$ cat src/hdl/bspq_pkg.sv
package bspq_pkg;

   localparam int TAG_W     = 8;
   localparam int PRIO_W    = 16;
   localparam int PAYLOAD_W = 32;
   localparam int CAP_W     = 5;
   localparam int COUNT_W   = 5;

   // Request operation codes
   typedef enum logic {
      OP_PUT = 1'b0,
      OP_GET = 1'b1
   } op_type;

   // Completion kinds
   typedef enum logic [1:0] {
      KIND_PUT_DONE = 2'd0,
      KIND_GET_DONE = 2'd1,
      KIND_REJECT   = 2'd2
   } done_kind_type;

   // One stored entry
   typedef struct packed {
      logic signed [PRIO_W-1:0] prio;
      logic [PAYLOAD_W-1:0]     payload;
   } entry_type;

   // One put waiting for room in the store
   typedef struct packed {
      logic [TAG_W-1:0] tag;
      entry_type        entry;
   } waiter_put_type;

   // One completion held for the response channel
   typedef struct packed {
      logic [TAG_W-1:0]     tag;
      done_kind_type        kind;
      logic [PAYLOAD_W-1:0] payload;
   } result_type;

   // Commands from the controller to the sorted store
   typedef struct packed {
      logic      insert;
      logic      take;
      entry_type entry;
   } store_cmd_type;

   // Status back from the sorted store
   typedef struct packed {
      logic                 done;
      logic [PAYLOAD_W-1:0] taken_payload;
   } store_sts_type;

   typedef enum logic [1:0] {
      STO_IDLE,
      STO_INS_RD,
      STO_INS_CMP,
      STO_TAKE_DATA
   } store_state_type;

   typedef enum logic [3:0] {
      CTL_IDLE,
      CTL_DECIDE,
      CTL_PUT_WAIT,
      CTL_SERVE,
      CTL_SERVE_WAIT,
      CTL_GET_WAIT,
      CTL_REFILL,
      CTL_REFILL_WAIT,
      CTL_OUT
   } ctl_state_type;

endpackage

$ cat src/hdl/bspq_if.sv
// Request channel
interface bspq_req_if;
   logic                                     valid;
   logic                                     ready;
   logic                                     operation;
   logic [bspq_pkg::TAG_W-1:0]               requester_tag;
   logic signed [bspq_pkg::PRIO_W-1:0]       entry_priority;
   logic [bspq_pkg::PAYLOAD_W-1:0]           entry_payload;

   modport source (output valid, operation, requester_tag, entry_priority, entry_payload,
                   input ready);
   modport sink   (input valid, operation, requester_tag, entry_priority, entry_payload,
                   output ready);
endinterface

// Completion channel
interface bspq_rsp_if;
   logic                             valid;
   logic                             ready;
   logic [bspq_pkg::TAG_W-1:0]       done_tag;
   logic [1:0]                       done_kind;
   logic [bspq_pkg::PAYLOAD_W-1:0]   delivered_payload;
   logic [bspq_pkg::COUNT_W-1:0]     stored_count;
   logic                             last_of_run;

   modport source (output valid, done_tag, done_kind, delivered_payload, stored_count,
                   last_of_run, input ready);
   modport sink   (input valid, done_tag, done_kind, delivered_payload, stored_count,
                   last_of_run, output ready);
endinterface

// Capacity register write channel
interface bspq_csr_if;
   logic                         valid;
   logic                         ready;
   logic [bspq_pkg::CAP_W-1:0]   capacity_limit;

   modport source (output valid, capacity_limit, input ready);
   modport sink   (input valid, capacity_limit, output ready);
endinterface

$ cat src/hdl/bspq_ram.sv
module bspq_ram #(
   parameter int WIDTH = 8,
   parameter int DEPTH = 16,
   localparam int AW = (DEPTH > 1) ? $clog2(DEPTH) : 1
) (
   input  logic             clock,
   input  logic             wr_en,
   input  logic [AW-1:0]    wr_addr,
   input  logic [WIDTH-1:0] wr_data,
   input  logic [AW-1:0]    rd_addr,
   output logic [WIDTH-1:0] rd_data
);

   logic [WIDTH-1:0] mem_ff [DEPTH];
   logic [WIDTH-1:0] rd_data_ff;

   // one write port, one registered read port
   always_ff @(posedge clock) begin
      if (wr_en) begin
         mem_ff[wr_addr] <= wr_data;
      end
      rd_data_ff <= mem_ff[rd_addr];
   end

   assign rd_data = rd_data_ff;

endmodule

$ cat src/hdl/bspq_fifo.sv
module bspq_fifo #(
   parameter int WIDTH = 8,
   parameter int DEPTH = 16,
   localparam int AW = (DEPTH > 1) ? $clog2(DEPTH) : 1,
   localparam int CW = $clog2(DEPTH + 1)
) (
   input  logic             clock,
   input  logic             reset,
   input  logic             push,
   input  logic [WIDTH-1:0] push_data,
   input  logic             pop,
   output logic [WIDTH-1:0] head_data,
   output logic [CW-1:0]    count
);

   localparam logic [AW-1:0] LAST_PTR = AW'(DEPTH - 1);

   logic [AW-1:0] head_ff, head_in;
   logic [AW-1:0] tail_ff, tail_in;
   logic [CW-1:0] count_ff, count_in;

   // ring pointers; head is read every cycle, so head_data is registered and trails the head pointer by one register
   always_comb begin
      head_in  = head_ff;
      tail_in  = tail_ff;
      count_in = count_ff;
      if (push) begin
         tail_in = (tail_ff == LAST_PTR) ? '0 : tail_ff + AW'(1);
      end
      if (pop) begin
         head_in = (head_ff == LAST_PTR) ? '0 : head_ff + AW'(1);
      end
      if (push && !pop) begin
         count_in = count_ff + CW'(1);
      end else if (pop && !push) begin
         count_in = count_ff - CW'(1);
      end
   end

   always_ff @(posedge clock) begin
      if (reset) begin
         head_ff  <= '0;
         tail_ff  <= '0;
         count_ff <= '0;
      end else begin
         head_ff  <= head_in;
         tail_ff  <= tail_in;
         count_ff <= count_in;
      end
   end

   bspq_ram #(
      .WIDTH (WIDTH),
      .DEPTH (DEPTH)
   ) u_ram (
      .clock   (clock),
      .wr_en   (push),
      .wr_addr (tail_ff),
      .wr_data (push_data),
      .rd_addr (head_ff),
      .rd_data (head_data)
   );

   assign count = count_ff;

endmodule

$ cat src/hdl/bspq_store.sv
module bspq_store #(
   parameter int STORE_DEPTH = 16,
   localparam int AW = $clog2(STORE_DEPTH),
   localparam int CW = $clog2(STORE_DEPTH + 1)
) (
   input  logic                    clock,
   input  logic                    reset,
   input  bspq_pkg::store_cmd_type cmd,
   output bspq_pkg::store_sts_type sts,
   output logic [CW-1:0]           count
);

   localparam logic [AW:0]   DEPTH_W  = (AW + 1)'(STORE_DEPTH);
   localparam logic [AW-1:0] LAST_PTR = AW'(STORE_DEPTH - 1);

   bspq_pkg::store_state_type state_ff, state_in;
   logic [AW-1:0]             head_ff, head_in;
   logic [CW-1:0]             count_ff, count_in;
   logic [AW-1:0]             idx_ff, idx_in;
   bspq_pkg::entry_type       ins_ff, ins_in;

   logic [AW:0]               phys_sum;
   logic [AW-1:0]             phys_cur;
   logic [AW-1:0]             phys_prev;
   logic [AW-1:0]             head_next;
   logic                      wr_en;
   logic [AW-1:0]             wr_addr;
   logic [AW-1:0]             rd_addr;
   bspq_pkg::entry_type       wr_entry;
   bspq_pkg::entry_type       rd_entry;
   logic [$bits(bspq_pkg::entry_type)-1:0] rd_raw;

   // circular store: logical slot idx lives at head + idx
   always_comb begin
      phys_sum  = {1'b0, head_ff} + {1'b0, idx_ff};
      phys_cur  = (phys_sum >= DEPTH_W) ? AW'(phys_sum - DEPTH_W) : phys_sum[AW-1:0];
      phys_prev = (phys_cur == '0) ? LAST_PTR : phys_cur - AW'(1);
      head_next = (head_ff == LAST_PTR) ? '0 : head_ff + AW'(1);
   end

   assign rd_entry = bspq_pkg::entry_type'(rd_raw);

   // insertion walks down from the tail, one compare per visited entry
   always_comb begin
      state_in          = state_ff;
      head_in           = head_ff;
      count_in          = count_ff;
      idx_in            = idx_ff;
      ins_in            = ins_ff;
      wr_en             = 1'b0;
      wr_addr           = phys_cur;
      wr_entry          = ins_ff;
      rd_addr           = phys_prev;
      sts.done          = 1'b0;
      sts.taken_payload = rd_entry.payload;
      unique case (state_ff)
         bspq_pkg::STO_IDLE: begin
            if (cmd.insert) begin
               ins_in   = cmd.entry;
               idx_in   = count_ff[AW-1:0];
               state_in = bspq_pkg::STO_INS_RD;
            end else if (cmd.take) begin
               rd_addr  = head_ff;
               state_in = bspq_pkg::STO_TAKE_DATA;
            end
         end
         bspq_pkg::STO_INS_RD: begin
            if (idx_ff == '0) begin
               wr_en    = 1'b1;
               count_in = count_ff + CW'(1);
               sts.done = 1'b1;
               state_in = bspq_pkg::STO_IDLE;
            end else begin
               state_in = bspq_pkg::STO_INS_CMP;
            end
         end
         bspq_pkg::STO_INS_CMP: begin
            // strictly greater moves up, so equal priorities keep arrival order
            wr_en = 1'b1;
            if ($signed(rd_entry.prio) > $signed(ins_ff.prio)) begin
               wr_entry = rd_entry;
               idx_in   = idx_ff - AW'(1);
               state_in = bspq_pkg::STO_INS_RD;
            end else begin
               count_in = count_ff + CW'(1);
               sts.done = 1'b1;
               state_in = bspq_pkg::STO_IDLE;
            end
         end
         bspq_pkg::STO_TAKE_DATA: begin
            head_in  = head_next;
            count_in = count_ff - CW'(1);
            sts.done = 1'b1;
            state_in = bspq_pkg::STO_IDLE;
         end
         default: begin
            state_in = bspq_pkg::STO_IDLE;
         end
      endcase
   end

   always_ff @(posedge clock) begin
      if (reset) begin
         state_ff <= bspq_pkg::STO_IDLE;
         head_ff  <= '0;
         count_ff <= '0;
      end else begin
         state_ff <= state_in;
         head_ff  <= head_in;
         count_ff <= count_in;
      end
   end

   always_ff @(posedge clock) begin
      idx_ff <= idx_in;
      ins_ff <= ins_in;
   end

   bspq_ram #(
      .WIDTH ($bits(bspq_pkg::entry_type)),
      .DEPTH (STORE_DEPTH)
   ) u_ram (
      .clock   (clock),
      .wr_en   (wr_en),
      .wr_addr (wr_addr),
      .wr_data (wr_entry),
      .rd_addr (rd_addr),
      .rd_data (rd_raw)
   );

   assign count = count_ff;

endmodule

$ cat src/hdl/blocking_stable_priority_queue.sv
// Sorted priority queue with blocking put and get.
// req_ch carries one request: operation (put/get), requester_tag, and for a put
// entry_priority (signed, lower served first) and entry_payload. rsp_ch returns
// completions: done_tag, done_kind (put done, get done, reject), delivered_payload,
// stored_count after the request, and last_of_run on the final one of a request.
// A request gives zero, one or two completions; one that has to wait gives none
// now and completes later as the second completion of some other request.
// csr_ch writes capacity_limit (0 = full store depth); write it while idle.
// One request at a time: req_ch.ready is high only while idle. A put inserts its
// entry by a walk in the store's RAM that moves each stored entry of higher priority
// up one place, one compare per visited entry. A put that finds a waiting get then
// hands the front entry over to the oldest one. A get takes the front entry, and the
// oldest waiting put then refills the store by the same walk. The completions then go
// out on rsp_ch in order; a new request is taken from the cycle after the last one.
// A stalled rsp_ch holds the completion and the block takes no new request.
// Reset empties the store and both waiter queues and clears capacity_limit.
module blocking_stable_priority_queue #(
   parameter int STORE_DEPTH  = 16,
   parameter int WAITER_DEPTH = 16
) (
   input  logic       clock,
   input  logic       reset,
   bspq_req_if.sink   req_ch,
   bspq_rsp_if.source rsp_ch,
   bspq_csr_if.sink   csr_ch
);

   localparam int SCW   = $clog2(STORE_DEPTH + 1);
   localparam int WCW   = $clog2(WAITER_DEPTH + 1);
   localparam int CMP_W = 10;
   localparam logic [SCW-1:0] STORE_FULL  = SCW'(STORE_DEPTH);
   localparam logic [WCW-1:0] WAITER_FULL = WCW'(WAITER_DEPTH);

   bspq_pkg::ctl_state_type      state_ff, state_in;
   logic [bspq_pkg::CAP_W-1:0]   cap_ff;
   bspq_pkg::op_type             op_ff;
   logic [bspq_pkg::TAG_W-1:0]   tag_ff;
   bspq_pkg::entry_type          entry_ff;
   bspq_pkg::result_type         res_ff [2];
   bspq_pkg::result_type         res_in [2];
   logic                         two_ff, two_in;
   logic                         out_idx_ff, out_idx_in;

   bspq_pkg::store_cmd_type      scmd;
   bspq_pkg::store_sts_type      ssts;
   logic [SCW-1:0]               store_count;

   logic                         wget_push, wget_pop;
   logic [bspq_pkg::TAG_W-1:0]   wget_head;
   logic [WCW-1:0]               wget_count;
   logic                         wput_push, wput_pop;
   bspq_pkg::waiter_put_type     wput_new;
   logic [$bits(bspq_pkg::waiter_put_type)-1:0] wput_raw;
   bspq_pkg::waiter_put_type     wput_head;
   logic [WCW-1:0]               wput_count;

   logic                         cap_is_depth;
   logic                         put_blocked;
   logic                         req_fire;

   assign req_fire  = req_ch.valid && req_ch.ready;
   assign wput_head = bspq_pkg::waiter_put_type'(wput_raw);
   assign wput_new  = '{tag: tag_ff, entry: entry_ff};

   // capacity check: zero or above the depth means the whole store
   always_comb begin
      cap_is_depth = (cap_ff == '0) || (CMP_W'(cap_ff) > CMP_W'(STORE_DEPTH));
      put_blocked  = cap_is_depth ? (store_count == STORE_FULL)
                                  : (CMP_W'(store_count) >= CMP_W'(cap_ff));
   end

   // control sequencer
   always_comb begin
      state_in    = state_ff;
      res_in[0]   = res_ff[0];
      res_in[1]   = res_ff[1];
      two_in      = two_ff;
      out_idx_in  = out_idx_ff;
      scmd        = '0;
      wget_push   = 1'b0;
      wget_pop    = 1'b0;
      wput_push   = 1'b0;
      wput_pop    = 1'b0;
      unique case (state_ff)
         bspq_pkg::CTL_IDLE: begin
            out_idx_in = 1'b0;
            if (req_ch.valid) begin
               state_in = bspq_pkg::CTL_DECIDE;
            end
         end
         bspq_pkg::CTL_DECIDE: begin
            two_in = 1'b0;
            if (op_ff == bspq_pkg::OP_PUT) begin
               if (!put_blocked) begin
                  scmd.insert = 1'b1;
                  scmd.entry  = entry_ff;
                  res_in[0]   = '{tag: tag_ff, kind: bspq_pkg::KIND_PUT_DONE, payload: '0};
                  state_in    = bspq_pkg::CTL_PUT_WAIT;
               end else if (wput_count == WAITER_FULL) begin
                  res_in[0] = '{tag: tag_ff, kind: bspq_pkg::KIND_REJECT, payload: '0};
                  state_in  = bspq_pkg::CTL_OUT;
               end else begin
                  wput_push = 1'b1;
                  state_in  = bspq_pkg::CTL_IDLE;
               end
            end else begin
               if (store_count != '0) begin
                  scmd.take = 1'b1;
                  res_in[0] = '{tag: tag_ff, kind: bspq_pkg::KIND_GET_DONE, payload: '0};
                  state_in  = bspq_pkg::CTL_GET_WAIT;
               end else if (wget_count == WAITER_FULL) begin
                  res_in[0] = '{tag: tag_ff, kind: bspq_pkg::KIND_REJECT, payload: '0};
                  state_in  = bspq_pkg::CTL_OUT;
               end else begin
                  wget_push = 1'b1;
                  state_in  = bspq_pkg::CTL_IDLE;
               end
            end
         end
         bspq_pkg::CTL_PUT_WAIT: begin
            if (ssts.done) begin
               state_in = (wget_count != '0) ? bspq_pkg::CTL_SERVE : bspq_pkg::CTL_OUT;
            end
         end
         bspq_pkg::CTL_SERVE: begin
            scmd.take = 1'b1;
            state_in  = bspq_pkg::CTL_SERVE_WAIT;
         end
         bspq_pkg::CTL_SERVE_WAIT: begin
            // oldest waiting get takes the lowest entry
            if (ssts.done) begin
               res_in[1] = '{tag: wget_head, kind: bspq_pkg::KIND_GET_DONE,
                             payload: ssts.taken_payload};
               two_in    = 1'b1;
               wget_pop  = 1'b1;
               state_in  = bspq_pkg::CTL_OUT;
            end
         end
         bspq_pkg::CTL_GET_WAIT: begin
            if (ssts.done) begin
               res_in[0].payload = ssts.taken_payload;
               state_in = (wput_count != '0) ? bspq_pkg::CTL_REFILL : bspq_pkg::CTL_OUT;
            end
         end
         bspq_pkg::CTL_REFILL: begin
            // oldest waiting put moves into the freed place
            scmd.insert = 1'b1;
            scmd.entry  = wput_head.entry;
            res_in[1]   = '{tag: wput_head.tag, kind: bspq_pkg::KIND_PUT_DONE, payload: '0};
            two_in      = 1'b1;
            wput_pop    = 1'b1;
            state_in    = bspq_pkg::CTL_REFILL_WAIT;
         end
         bspq_pkg::CTL_REFILL_WAIT: begin
            if (ssts.done) begin
               state_in = bspq_pkg::CTL_OUT;
            end
         end
         bspq_pkg::CTL_OUT: begin
            if (rsp_ch.ready) begin
               if (out_idx_ff == two_ff) begin
                  state_in = bspq_pkg::CTL_IDLE;
               end else begin
                  out_idx_in = 1'b1;
               end
            end
         end
         default: begin
            state_in = bspq_pkg::CTL_IDLE;
         end
      endcase
   end

   always_ff @(posedge clock) begin
      if (reset) begin
         state_ff   <= bspq_pkg::CTL_IDLE;
         cap_ff     <= '0;
         out_idx_ff <= 1'b0;
      end else begin
         state_ff   <= state_in;
         out_idx_ff <= out_idx_in;
         if (csr_ch.valid && csr_ch.ready) begin
            cap_ff <= csr_ch.capacity_limit;
         end
      end
   end

   // request capture and completion slots
   always_ff @(posedge clock) begin
      if (req_fire) begin
         op_ff    <= bspq_pkg::op_type'(req_ch.operation);
         tag_ff   <= req_ch.requester_tag;
         entry_ff <= '{prio: req_ch.entry_priority, payload: req_ch.entry_payload};
      end
      res_ff[0] <= res_in[0];
      res_ff[1] <= res_in[1];
      two_ff    <= two_in;
   end

   bspq_store #(
      .STORE_DEPTH (STORE_DEPTH)
   ) u_store (
      .clock (clock),
      .reset (reset),
      .cmd   (scmd),
      .sts   (ssts),
      .count (store_count)
   );

   bspq_fifo #(
      .WIDTH (bspq_pkg::TAG_W),
      .DEPTH (WAITER_DEPTH)
   ) u_wait_get (
      .clock     (clock),
      .reset     (reset),
      .push      (wget_push),
      .push_data (tag_ff),
      .pop       (wget_pop),
      .head_data (wget_head),
      .count     (wget_count)
   );

   bspq_fifo #(
      .WIDTH ($bits(bspq_pkg::waiter_put_type)),
      .DEPTH (WAITER_DEPTH)
   ) u_wait_put (
      .clock     (clock),
      .reset     (reset),
      .push      (wput_push),
      .push_data (wput_new),
      .pop       (wput_pop),
      .head_data (wput_raw),
      .count     (wput_count)
   );

   // ports
   assign req_ch.ready              = (state_ff == bspq_pkg::CTL_IDLE);
   assign csr_ch.ready              = 1'b1;
   assign rsp_ch.valid              = (state_ff == bspq_pkg::CTL_OUT);
   assign rsp_ch.done_tag           = res_ff[out_idx_ff].tag;
   assign rsp_ch.done_kind          = res_ff[out_idx_ff].kind;
   assign rsp_ch.delivered_payload  = res_ff[out_idx_ff].payload;
   assign rsp_ch.stored_count       = bspq_pkg::COUNT_W'(store_count);
   assign rsp_ch.last_of_run        = (out_idx_ff == two_ff);

   // between requests, gets wait only on an empty store
   a_gets_wait_on_empty: assert property (@(posedge clock) disable iff (reset)
      ((state_ff == bspq_pkg::CTL_IDLE) && (wget_count != '0)) |-> (store_count == '0))
      else $error("waiting gets with a non-empty store");

   // between requests, puts wait only while the store holds entries
   a_puts_wait_on_nonempty: assert property (@(posedge clock) disable iff (reset)
      ((state_ff == bspq_pkg::CTL_IDLE) && (wput_count != '0)) |-> (store_count != '0))
      else $error("waiting puts with an empty store");

   // store never overfills
   a_store_bound: assert property (@(posedge clock) disable iff (reset)
      (CMP_W'(store_count) <= CMP_W'(STORE_DEPTH)))
      else $error("store count above depth");

   // no new request while a completion is pending
   a_no_overlap: assert property (@(posedge clock) disable iff (reset)
      rsp_ch.valid |-> !req_ch.ready)
      else $error("request taken while completion pending");

endmodule

$ cat src/flat_wrapper.sv
// flat-port wrapper written by rule: the top's interface ports become plain ports
module blocking_stable_priority_queue_flat 
#(
   parameter int STORE_DEPTH  = 16,
   parameter int WAITER_DEPTH = 16
)
  (clock, reset, req_ch_valid, req_ch_operation, req_ch_requester_tag, req_ch_entry_priority, req_ch_entry_payload, req_ch_ready, rsp_ch_valid, rsp_ch_done_tag, rsp_ch_done_kind, rsp_ch_delivered_payload, rsp_ch_stored_count, rsp_ch_last_of_run, rsp_ch_ready, csr_ch_valid, csr_ch_capacity_limit, csr_ch_ready);
  bspq_req_if req_ch_i ();
  bspq_rsp_if rsp_ch_i ();
  bspq_csr_if csr_ch_i ();
  input  logic clock;
  input  logic reset;
  input wire logic [$bits(req_ch_i.valid)-1:0] req_ch_valid;
  input wire logic [$bits(req_ch_i.operation)-1:0] req_ch_operation;
  input wire logic [$bits(req_ch_i.requester_tag)-1:0] req_ch_requester_tag;
  input wire logic [$bits(req_ch_i.entry_priority)-1:0] req_ch_entry_priority;
  input wire logic [$bits(req_ch_i.entry_payload)-1:0] req_ch_entry_payload;
  output wire logic [$bits(req_ch_i.ready)-1:0] req_ch_ready;
  output wire logic [$bits(rsp_ch_i.valid)-1:0] rsp_ch_valid;
  output wire logic [$bits(rsp_ch_i.done_tag)-1:0] rsp_ch_done_tag;
  output wire logic [$bits(rsp_ch_i.done_kind)-1:0] rsp_ch_done_kind;
  output wire logic [$bits(rsp_ch_i.delivered_payload)-1:0] rsp_ch_delivered_payload;
  output wire logic [$bits(rsp_ch_i.stored_count)-1:0] rsp_ch_stored_count;
  output wire logic [$bits(rsp_ch_i.last_of_run)-1:0] rsp_ch_last_of_run;
  input wire logic [$bits(rsp_ch_i.ready)-1:0] rsp_ch_ready;
  input wire logic [$bits(csr_ch_i.valid)-1:0] csr_ch_valid;
  input wire logic [$bits(csr_ch_i.capacity_limit)-1:0] csr_ch_capacity_limit;
  output wire logic [$bits(csr_ch_i.ready)-1:0] csr_ch_ready;
  assign req_ch_i.valid = req_ch_valid;
  assign req_ch_i.operation = req_ch_operation;
  assign req_ch_i.requester_tag = req_ch_requester_tag;
  assign req_ch_i.entry_priority = req_ch_entry_priority;
  assign req_ch_i.entry_payload = req_ch_entry_payload;
  assign req_ch_ready = req_ch_i.ready;
  assign rsp_ch_valid = rsp_ch_i.valid;
  assign rsp_ch_done_tag = rsp_ch_i.done_tag;
  assign rsp_ch_done_kind = rsp_ch_i.done_kind;
  assign rsp_ch_delivered_payload = rsp_ch_i.delivered_payload;
  assign rsp_ch_stored_count = rsp_ch_i.stored_count;
  assign rsp_ch_last_of_run = rsp_ch_i.last_of_run;
  assign rsp_ch_i.ready = rsp_ch_ready;
  assign csr_ch_i.valid = csr_ch_valid;
  assign csr_ch_i.capacity_limit = csr_ch_capacity_limit;
  assign csr_ch_ready = csr_ch_i.ready;
  blocking_stable_priority_queue #(.STORE_DEPTH(STORE_DEPTH), .WAITER_DEPTH(WAITER_DEPTH)) u_core (.clock(clock), .reset(reset), .req_ch(req_ch_i), .rsp_ch(rsp_ch_i), .csr_ch(csr_ch_i));
endmodule
$ cat config.mk
export PLATFORM = sky130hd
export DESIGN_NAME = blocking_stable_priority_queue_flat
export DESIGN_NICKNAME = d
export VERILOG_FILES = /design/src/hdl/bspq_pkg.sv /design/src/hdl/bspq_if.sv /design/src/hdl/bspq_ram.sv /design/src/hdl/bspq_fifo.sv /design/src/hdl/bspq_store.sv /design/src/hdl/blocking_stable_priority_queue.sv /design/src/flat_wrapper.sv
export SDC_FILE = /design/constraint.sdc
export NUM_CORES = 2
export LEC_CHECK = 0
export BUFFER_PORTS_ARGS = -buffer_cell sky130_fd_sc_hd__buf_2
export CORE_UTILIZATION = 27
export CTS_CLUSTER_SIZE = 28
export DETAILED_ROUTE_END_ITERATION = 16
export GPL_TIMING_DRIVEN = 1
export SETUP_SLACK_MARGIN = 0.4
export SLEW_MARGIN = 40
export SYNTH_ARGS = -nofsm -noshare
export SYNTH_HDL_FRONTEND = slang
export SYNTH_SLANG_ARGS = --single-unit
$ cat constraint.sdc
create_clock -name clock -period 8.33 [get_ports clock]
set_input_delay 1.2495 -clock clock [delete_from_list [all_inputs] [get_ports clock]]
set_output_delay 1.2495 -clock clock [all_outputs]
set_load 0.1 [all_outputs]
==> metrics.md <==
| Metric | Value |
|---|---|
| H-Tree Depth | 4 |
| Fin. max-slew vios | 0 |
| Synthesized area per cell | 19.3 sq um |
| Status | completed |
| Clk_skew | 0.0666 ns |
| Critical R2R Launch | u_core.u_store.head_ff[0] |
| CTS tree | built |
| Clk pin slew, worst setup/hold paths | 0.06 ns |
| R2r endpoint | u_core.u_store.u_ram.rd_data[23] |
| Pin count of the biggest net entering global routing | between 100 and 150 |
| Sw Ratio | 31.7% |
| Register area share after synthesis | 77.5% |
| Max Cap Viol | 0 |
| Slowest library cell on the worst path | dfxtp_1 |
| HPWL Detailed | 108000 um |
| Overall Power | between 0.03 and 0.04 W |
| Post-DR vias/cell | 4.90 |
| Detailed Routing Iterations Pass 1 | 10 |
| Commonest register cell after synthesis | edfxtp_1 |
| Setup TNS | 0 ns |
| Final WS setup | 3.11 ns |
| Filler instances | ~28000 |
| GP Congestion | around 0.76 |
| Worst skew pair latency | approximately 0.87 ns |
| Total CTS buffers | around 210 |
| Simple-Gate Fraction of Synth Area | under 10% |
| Unrepaired setup endpoints after global routing | false |
| Area delta synth->final | 16.0% |
| Synthesized cell area | approximately 81000 sq um |
| Crit end category | register |
| Core Area | roughly 300000 sq um |
| Period minus WS final | 5.22 ns |
| Grt ovf | 0 |
| CTS root buffer | clkbuf_16 |
| Main combinational cell family by area after synthesis | multiplexers |
| Number of unique standard cell types used by synthesis | 73 |
| Most common cell after layout, fill and taps aside | edfxtp_1 |
| WP data required | approximately 9 ns |
| Initial Util | 27.2% |
| Initial antenna violation count | 25 |
| CP Launch Type | register |
| Fin cells | ~8500 |
| Reg-to-reg slack, setup | 3.11 ns |
| Hold path start | u_core.cap_ff[4] |
| Max clock buf depth | 3 |
| Setup WS pre-CTS | 3.09 ns |
| All-layer global routing usage | a little over an eighth |
| Nets | ~4500 |
| Layout cells sized above 1 | between 20% and 30% |
| Cell taking the most area after synthesis | edfxtp_1 |
| Post-synthesis net count | around 4300 |
| Die Y-Extent | roughly 550 um |
| Comb pwr share | 23.2% |
| Number of global-route vias before repair | 42168 |
| Post-CTS sizing | 0 |
| Most frequent cells in the layout | edfxtp_1 (1985), mux4_2 (320), nand2_1 (255), clkbuf_16 (212), a222oi_1 (192) |
| Fin crit share | 62.7% |
| Worst Hold Path EP | u_core.cap_ff[4] |
| Post-Synth XOR/XNOR Area | 0.281% |
| Kind of critical path | reg2reg |
| Sw power | between 0.009 and 0.01 W |
| Final setup viols | 0 |
| Final Hold Vio Count | 0 |
| Synthesized-area fraction occupied by adder cells | less than 1% |
| Hold WC Path Type | reg2reg |
| DR WL/cell | 24.0 um |
| EDFF count, synth | 1985 |
| Mux contribution to synthesized area | between 10 and 15% |
| Sequential Power Share | 44.7% |
| First-pass GRT wire length | slightly below 300000 um |
| Synth Area in Compound Gates | 5.44% |
| FF-to-FF path depth | 12 |
| Clk sinks | between 2000 and 2500 |
| Int Power | 0.0206 W |
| Worst path cell trace | ha_1 -> fa_1 -> ha_1 -> buf_4 -> inv_1 -> o21ai_0 -> o32ai_4 -> buf_4 -> buf_6 -> a222oi_1 -> a21oi_1 -> or4_1 |
| Synth top area cells | edfxtp_1 (74%), mux4_2 (8.9%), dfxtp_1 (4.0%), a222oi_1 (2.4%), mux2_2 (1.2%) |
| Syn Inst Count | 4199 |
| Util after Layout | a little under a third |
| Core Rows | 200 |
| # Post-CTS Setup Buffers | 0 |
| Via count | ~42000 |
| WL final | slightly above 200000 um |
| Area of the multi-input gates | about 17000 sq um |
| Max-slew headroom | 39.9% |
| Die outline area | around 300000 sq um |
| Hold Crit Depth | 2 |
| 1st-iter DRT viols | 5108 |
| Power Density | between 300 and 400 nW/um^2 |
| FF/Latch Area | 62800 sq um |
| Worst-path fanout max | 68 |
| DIE WIDTH | about 550 um |
| Max VDD drop | approximately 0.6 mV |
| CP arrival | between 5 and 6 ns |
| Post-synth ARST share | 0% |
| Drc violations | 0 |
| Lkg Pwr | between 20 and 30 nW |
| #FFs+latches synth | between 2000 and 2500 |
| Placed Instances | approximately 8100 |
| Top cell type's share of synthesized area | 73.5% |
| Post-cts hold buffer count | 0 |
| Clock power frac | between 30% and 40% |
| Slew of the pin with the lowest slew margin | 0.902 ns |
| IO Pins | about 120 |
| Syn. warnings | 0 |
| Port bufs | 116 |
| Routed Antenna Nets | 0 |
| CP max stage delay | 0.59 ns |
| Max Fclk | 0.192 GHz |
routing by layer:
| layer | GRT usage [%] | share of wire, % |
|---|---|---|
| met1 | 18.2 | 43 |
| met2 | 21.8 | 48 |
| met3 | 1.91 | 7.0 |
| met4 | 3.37 | 2.0 |
| met5 | 0 | 0.024 |
sequential cells by signal, summed over array words and instances, names as in the netlist, 48 cells and up, named ones only:
register and count:
u_core.u_wait_put.u_ram.rd_data 56, u_core.u_store.u_ram.rd_data 48, u_core.u_wait_put.u_ram.mem_ff 896, u_core.u_wait_get.u_ram.mem_ff 128, u_core.u_store.ins_ff 48, u_core.u_store.u_ram.mem_ff 768
u_core.entry_ff 48, u_core.res_ff 83
per-stage QoR:
step / cell area [sq um] / hold slack [ns]
after global placement: 86400 / 0.487
after global routing: 94100 / 0.516
after floorplan: 81100 / 0.460
after detailed placement: 86800 / 0.490
final: 94100 / 0.497
after CTS: 93900 / 0.501
worst max-delay path: cells and delay by family (launching register included):
| kind | cells | cell delay, ns |
|---|---|---|
| DFF | 1 | 0.59 |
| AOI/OAI and AO/OA | 4 | 1.06 |
| and+or+nand+nor | 1 | 0.53 |
| adders and majority gates | 3 | 1.08 |
| buffers and inverters | 4 | 1.73 |
power groups by stage:
stage	clock, W	combinational, W	sequential, W
after floorplan	0	0.00475	0.0134
after global routing	0.0103	0.00752	0.0136
final	0.00969	0.00701	0.0135
after detailed placement	0	0.00692	0.0137
after CTS	0.00984	0.00695	0.0135
after global placement	0	0.00673	0.0137
synthesized netlist by cell type (52+ instances only):
| master | count |
|---|---|
| clkbuf_1 | 171 |
| a31oi_1 | 52 |
| ha_1 | 55 |
| mux4_2 | 320 |
| o21ai_0 | 61 |
| and3_1 | 111 |
| nand2_1 | 258 |
| edfxtp_1 | 1985 |
| a21oi_1 | 189 |
| and2_1 | 73 |
| a222oi_1 | 192 |
| inv_1 | 52 |
| mux2_2 | 88 |
| nor2_1 | 88 |
| dfxtp_1 | 160 |
layout make-up:
| cell class | instances | area share [%] |
|---|---|---|
| diodes | 1 | 0.00266 |
| clock buffers | 276 | 6.11 |
| clock inverters | 119 | 1.46 |
| inverters | 54 | 0.215 |
| multi-input cells | 1749 | 18.4 |
| flip-flops and latches | 2145 | 66.8 |
| well taps | 3939 | 5.24 |
| repair buffers | 212 | 1.73 |
logic make-up (layout without fill, tap and decap cells):
family,Yosys count,count (layout)
flops,2145,2145
mux,423,423
other cells,1,2
buf+inv,305,661
compound gates,597,597
fa+ha+maj,59,59
simple gates,643,643
xor+xnor,26,26
worst max-delay path by stage:
stage | start | endpoint | cells past startpoint
2_1_floorplan | u_core.u_store.count[0] | u_core.u_store.ins_ff[0] | 11
3_3_place_gp | u_core.u_store.head_ff[0] | u_core.u_store.u_ram.rd_data[23] | 12
3_5_place_dp | u_core.u_store.head_ff[0] | u_core.u_store.u_ram.rd_data[23] | 12
4_1_cts | u_core.u_store.head_ff[0] | u_core.u_store.u_ram.rd_data[23] | 12
5_1_grt | u_core.u_store.head_ff[0] | u_core.u_store.u_ram.rd_data[18] | 12
6_report | u_core.u_store.head_ff[0] | u_core.u_store.u_ram.rd_data[23] | 12
Note: power is estimated with default switching activity, not from simulation.
